### src/box_blur_3x3_edge_clipped_defines.svh
`ifndef BOX_BLUR_3X3_EDGE_CLIPPED_DEFINES_SVH
`define BOX_BLUR_3X3_EDGE_CLIPPED_DEFINES_SVH

// Same-cycle implication, checked on every rising clock edge outside reset.
`define BB3_ASSERT_NOW(lbl, clk, rst, ante, cons, msg) \
   lbl: assert property (@(posedge clk) disable iff (rst) (ante) |-> (cons)) else $error(msg);

// Next-cycle implication.
`define BB3_ASSERT_NEXT(lbl, clk, rst, ante, cons, msg) \
   lbl: assert property (@(posedge clk) disable iff (rst) (ante) |=> (cons)) else $error(msg);

`endif

### src/bb3_pkg.sv
`timescale 1ns / 1ps
package bb3_pkg;

   localparam int DEF_MAX_WIDTH  = 1024;
   localparam int DEF_MAX_HEIGHT = 1024;

   localparam int CFG_DATA_W = 11;
   localparam int SUM_W      = 12;  // 9 * 255
   localparam int NUM_W      = 13;  // 2 * sum + n
   localparam int RECIP_W    = 20;
   localparam int RECIP_SH   = 20;
   localparam int PROD_W     = NUM_W + RECIP_W;

   localparam logic CSR_FRAME_WIDTH  = 1'b0;
   localparam logic CSR_FRAME_HEIGHT = 1'b1;

   typedef struct packed {
      logic       func;
      logic [7:0] red_in;
      logic [7:0] green_in;
      logic [7:0] blue_in;
   } req_payload_type;

   typedef struct packed {
      logic [7:0] red_out;
      logic [7:0] green_out;
      logic [7:0] blue_out;
      logic       frame_done;
   } rsp_payload_type;

   typedef enum logic [2:0] {
      ST_IDLE,
      ST_FETCH,
      ST_SUM,
      ST_MUL,
      ST_EMIT
   } state_type;

   typedef struct packed {
      logic load;   // take the beat, read both line stores
      logic step;   // shift window, write line stores, advance input position
      logic sum;    // clipped sums and divisor
      logic mul;    // reciprocal multiply
      logic emit;   // load the output register
   } cmd_type;

   typedef struct packed {
      logic ignore;     // flush beat with no pixel of this frame taken yet
      logic emit_flag;  // current item produces a result
      logic out_free;   // output register can take a result
   } status_type;

   // ceil(2^20 / (2*n)) for every divisor the clipped window can produce
   function automatic logic [RECIP_W-1:0] recip(input logic [3:0] n);
      logic [RECIP_W-1:0] m;
      begin
         case (n)
            4'd1:    m = 20'd524288;
            4'd2:    m = 20'd262144;
            4'd3:    m = 20'd174763;
            4'd4:    m = 20'd131072;
            4'd6:    m = 20'd87382;
            4'd9:    m = 20'd58255;
            default: m = '0;
         endcase
         return m;
      end
   endfunction

endpackage

### src/bb3_ctrl.sv
`timescale 1ns / 1ps
module bb3_ctrl (
   input  logic               clock,
   input  logic               reset,
   input  logic               req_valid,
   output logic               req_stall,
   input  bb3_pkg::status_type status,
   output bb3_pkg::cmd_type    cmd
);
   import bb3_pkg::*;

   state_type state_ff, state_in;

   always_ff @(posedge clock) begin
      if (reset) begin
         state_ff <= ST_IDLE;
      end else begin
         state_ff <= state_in;
      end
   end

   always_comb begin
      state_in = state_ff;
      unique case (state_ff)
         ST_IDLE: begin
            if (req_valid && !status.ignore) state_in = ST_FETCH;
         end
         ST_FETCH: begin
            state_in = status.emit_flag ? ST_SUM : ST_IDLE;
         end
         ST_SUM:  state_in = ST_MUL;
         ST_MUL:  state_in = ST_EMIT;
         ST_EMIT: begin
            if (status.out_free) state_in = ST_IDLE;
         end
         default: state_in = ST_IDLE;
      endcase
   end

   always_comb begin
      cmd       = '0;
      req_stall = 1'b1;
      unique case (state_ff)
         ST_IDLE: begin
            req_stall = 1'b0;
            cmd.load  = req_valid && !status.ignore;
         end
         ST_FETCH: cmd.step = 1'b1;
         ST_SUM:   cmd.sum  = 1'b1;
         ST_MUL:   cmd.mul  = 1'b1;
         ST_EMIT:  cmd.emit = status.out_free;
         default:  cmd = '0;
      endcase
   end

endmodule

### config.mk
export PLATFORM = sky130hd
export DESIGN_NAME = bb3_ctrl
export DESIGN_NICKNAME = d
export VERILOG_FILES = /design/src/box_blur_3x3_edge_clipped_defines.svh /design/src/bb3_pkg.sv /design/src/bb3_ctrl.sv
export SDC_FILE = /design/constraint.sdc
export NUM_CORES = 1
export LEC_CHECK = 0
export BUFFER_PORTS_ARGS = -buffer_cell sky130_fd_sc_hd__buf_2
export CORE_AREA = 2 2 39 41
export CTS_BUF_LIST = sky130_fd_sc_hd__clkbuf_4 sky130_fd_sc_hd__clkbuf_8 sky130_fd_sc_hd__clkbuf_16
export DETAILED_ROUTE_END_ITERATION = 8
export DIE_AREA = 0 0 41 43
export PLACE_DENSITY_LB_ADDON = 0.2
export SYNTH_ARGS = -nofsm -noshare
export SYNTH_HDL_FRONTEND = slang
export SYNTH_SLANG_ARGS = --single-unit
### constraint.sdc
create_clock -name clock -period 2.3 [get_ports clock]
set_clock_uncertainty 0.15 [all_clocks]
set_input_delay 0.23 -clock clock [delete_from_list [all_inputs] [get_ports clock]]
set_output_delay 0.23 -clock clock [all_outputs]
set_load 0.05 [all_outputs]
---- Word level (Yosys, flattened, before mapping) ----
Cells that the tools add are included.
storage, ports and cells
  flip-flop bits (word level) ............. 3
  input bits .............................. 6
  output and inout port bits .............. 6
cells by class
  equality and inequality tests ........... 6
  multiplexer cells ....................... 10
  reductions and logical operators ........ 4
operators with widths
  kind                                                 number
  case mux 3 bit (5 select lines)                      1
  equality test 3 x 2 -> 1 bit, second input constant  2
  two-way mux 1 bit                                    6
  two-way mux 3 bit                                    2
  != test 2 bit, second input constant                 2
  equality test 3 x 1 -> 1 bit, second input constant  1
  equality test 3 bit, second input constant           1
  zero test 3 bit                                      1
  two-way mux 2 bit                                    1
  AND reduction 2 bit                                  1
  logical AND 1 bit                                    1
  zero test 1 bit                                      1

---- Longest topological paths before layout ----
  depth in word-level cells ............... 4
  depth in mapped cells ................... 2
  mapped depth without buffers ............ 2

---- Least setup slack after synthesis ----
Ideal clock, no wire load.
  kind .................................... flip-flop to output port
  start ................................... register state_ff[0]
  end ..................................... output port cmd[0] (netlist bit)
  arrival ................................. 1.901 ns
  setup slack ............................. 0.019 ns
  stages on the path, launching flop included .. 2
  path buffers ............................ 0
  path through ............................ dfxtp_1 -> nor4bb_1
RTL lines
  item                      line            text
  start: declaration        bb3_ctrl.sv:12  state_type state_ff, state_in;
  start signal: assignment  bb3_ctrl.sv:18  state_ff <= state_in;
  end: declaration          bb3_ctrl.sv:8   output bb3_pkg::cmd_type cmd

==> flow_summary.ini <==
[run_status]
status = completed

[worst_setup_path]
arrival_ps = 1380
crit_type = register to primary output
rrSetupSlack_ps = 1200
cp_data_required_time_ps = 1920
cp-start-kind = register
end_kind = primary output
crit_fanout = 9

[layout]
antenna_cells = 0
seq_area_sq_um = 60.1
fill_cells = 169
area_growth_pct = 62.2
fin_nets = 39
multiInputGateArea_sq_um = 105
drive_above_1_share_pct = 56.3
top_register = state_ff
largest_register_ffs = 3
top_regs = state_ff (3)

[place]
gp_congestion = 0.536
dp_hpwl_microns = 316
portBuffers = 11
place_ws_ps = 789

[timing]
relSlewSlack_pct = 80.4
finalCriticalPeriod_ps = 1760
final_max_slew_viol_count = 0
setup_viol = 0
rsz0062_at_grt = false
fin_crit_sh_pct = 76.4
setup_ws_ps = 542
max_freq_ghz = 0.569
hold_violations = 0
tns_ps = 0
tightestPinTransition_ps = 294

[run]
cap_violations = 0

[clock_network]
cts_sinks = 3
cts_buffer_depth = 2
cts.clk_slew.worst_paths_ps = 40
htreeDepth = 1
root_buffer = clkbuf_4
cts_tree = built
cts_resized = 0
postCtsSetupBuffers = 0
cts_hold_buf = 0
clk_latency_ps = 230
cts-buffers-inserted = 3

[pwr]
cellLeakagePower_nw = 0.136
powerDensity_nw_per_um2 = 721
ir_worst_vdd_mv = 0.108
total_power_mw = 0.198

[grt]
grt_pass1_vias = 176
grt_pass1_wl_microns = 655
antenna_found_initial = 0
track_usage_pct = 6.42
overflow = 0
grt_max_degree = 10

[floorplanning]
coreArea_sq_um = 1380
die_w_microns = 41
io_pins = 12
start_util_pct = 12.2
dieArea_sq_um = 1760
num_rows = 14
die_h_microns = 43

[synthesis]
netlist_instances = 17
syn_nets = 23
synthesis.area_sq_um = 169
synthArstFlopShare_pct = 0
synth_top_cell_area_share_pct = 35.6
synth_seq_cells = 3
synth_flop_cell = dfxtp_1
synthTopCellsByArea = dfxtp_1 36%, nand2b_1 7.4%, or3_4 6.7%
ys_seq_area_share_pct = 35.6
ys_types = 14
yosysMostFrequentCell = dfxtp_1
ys_top_cells_by_count = 3 x dfxtp_1, 2 x nand2b_1
yosys.area.top_type = dfxtp_1
syn_area_per_cell_sq_um = 9.94
yosysWarningCount = 0
synth-edff-count = 0

[route]
detail_route.wl_per_cell_microns = 9.10
vias = 177
routed_via_density = 3.69
first_pass_iters = 1
wirelength_microns = 437
ant_nets = 0
drt-initial-drc-count = 0
route.detailed.drc = 0

[hold_path]
hp-class = primary input to register
## metal layers
layer | vias to the layer above | global-route usage, % | routed length [microns]
li1 | 94 | - | -
met1 | 73 | 5.13 | 181
met2 | 8 | 8.44 | 201
met3 | 2 | 3.14 | 49
met4 | 0 | 10.0 | 4
met5 | - | 0 | 0
## layout by cell type, fill, tap and decap left out
master / synthesis / layout
and3b_1: 1 / 1
a2111oi_1: 1 / 1
nand2b_1: 2 / 2
nor4b_1: 1 / 1
nand3b_1: 1 / 1
inv_2: 1 / 1
nor4bb_1: 1 / 1
or3_4: 1 / 1
nor3_1: 1 / 1
buf_2: 0 / 11
nor3b_1: 1 / 1
a211oi_1: 1 / 1
clkbuf_4: 0 / 4
o21ba_1: 1 / 1
dfxtp_1: 3 / 3
nor2_2: 1 / 1
## cell type report
cell class / instances / area share (%)
Multi-Input combinational cell: 13 / 38.4
Timing Repair Buffer: 11 / 20.1
Sequential cell: 3 / 21.9
Tap cell: 16 / 7.31
Clock buffer: 4 / 11.0
Inverter: 1 / 1.37
## worst max-delay path, stage by stage (launching register included)
cell and delay (ps):
dfxtp_1 370, or3_4 420, nor2_2 100, buf_2 260
## final timing paths
kind	start	to	cells after the start
worst max-delay path	state_ff[0]	cmd[4]	3
worst min-delay path	reset	state_ff[1]	2
worst max register to register	state_ff[1]	state_ff[0]	2
worst min register to register	state_ff[2]	state_ff[0]	1
## through the flow
step / cell area [sq um] / hold WS [ps] / utilization (%) / instances
finish: 274 / 42.1 / 19.8 / 48
global route: 274 / 38.8 / 19.8 / 48
CTS: 274 / 34.9 / 19.8 / 48
detailed placement: 244 / 286 / 17.6 / 44
global placement: 244 / 281 / 17.6 / 44
floorplan: 169 / 153 / - / 17
## where the power goes
group          leakage, nW  internal [mW]  total [mW]  switching, mW
clock               0.0184         0.0767       0.103         0.0261
combinational       0.0934         0.0126      0.0365         0.0240
sequential          0.0244         0.0543      0.0583        0.00402
total                0.136          0.144       0.198         0.0541
## cells by family after synthesis
| family | Yosys count | synth area share [%] |
|---|---|---|
| flops | 3 | 35.6 |
| simple gates | 10 | 45.9 |
| compound gates | 3 | 16.3 |
| buf+inv | 1 | 2.22 |
No activity file was read; power rests on OpenSTA's default activity.
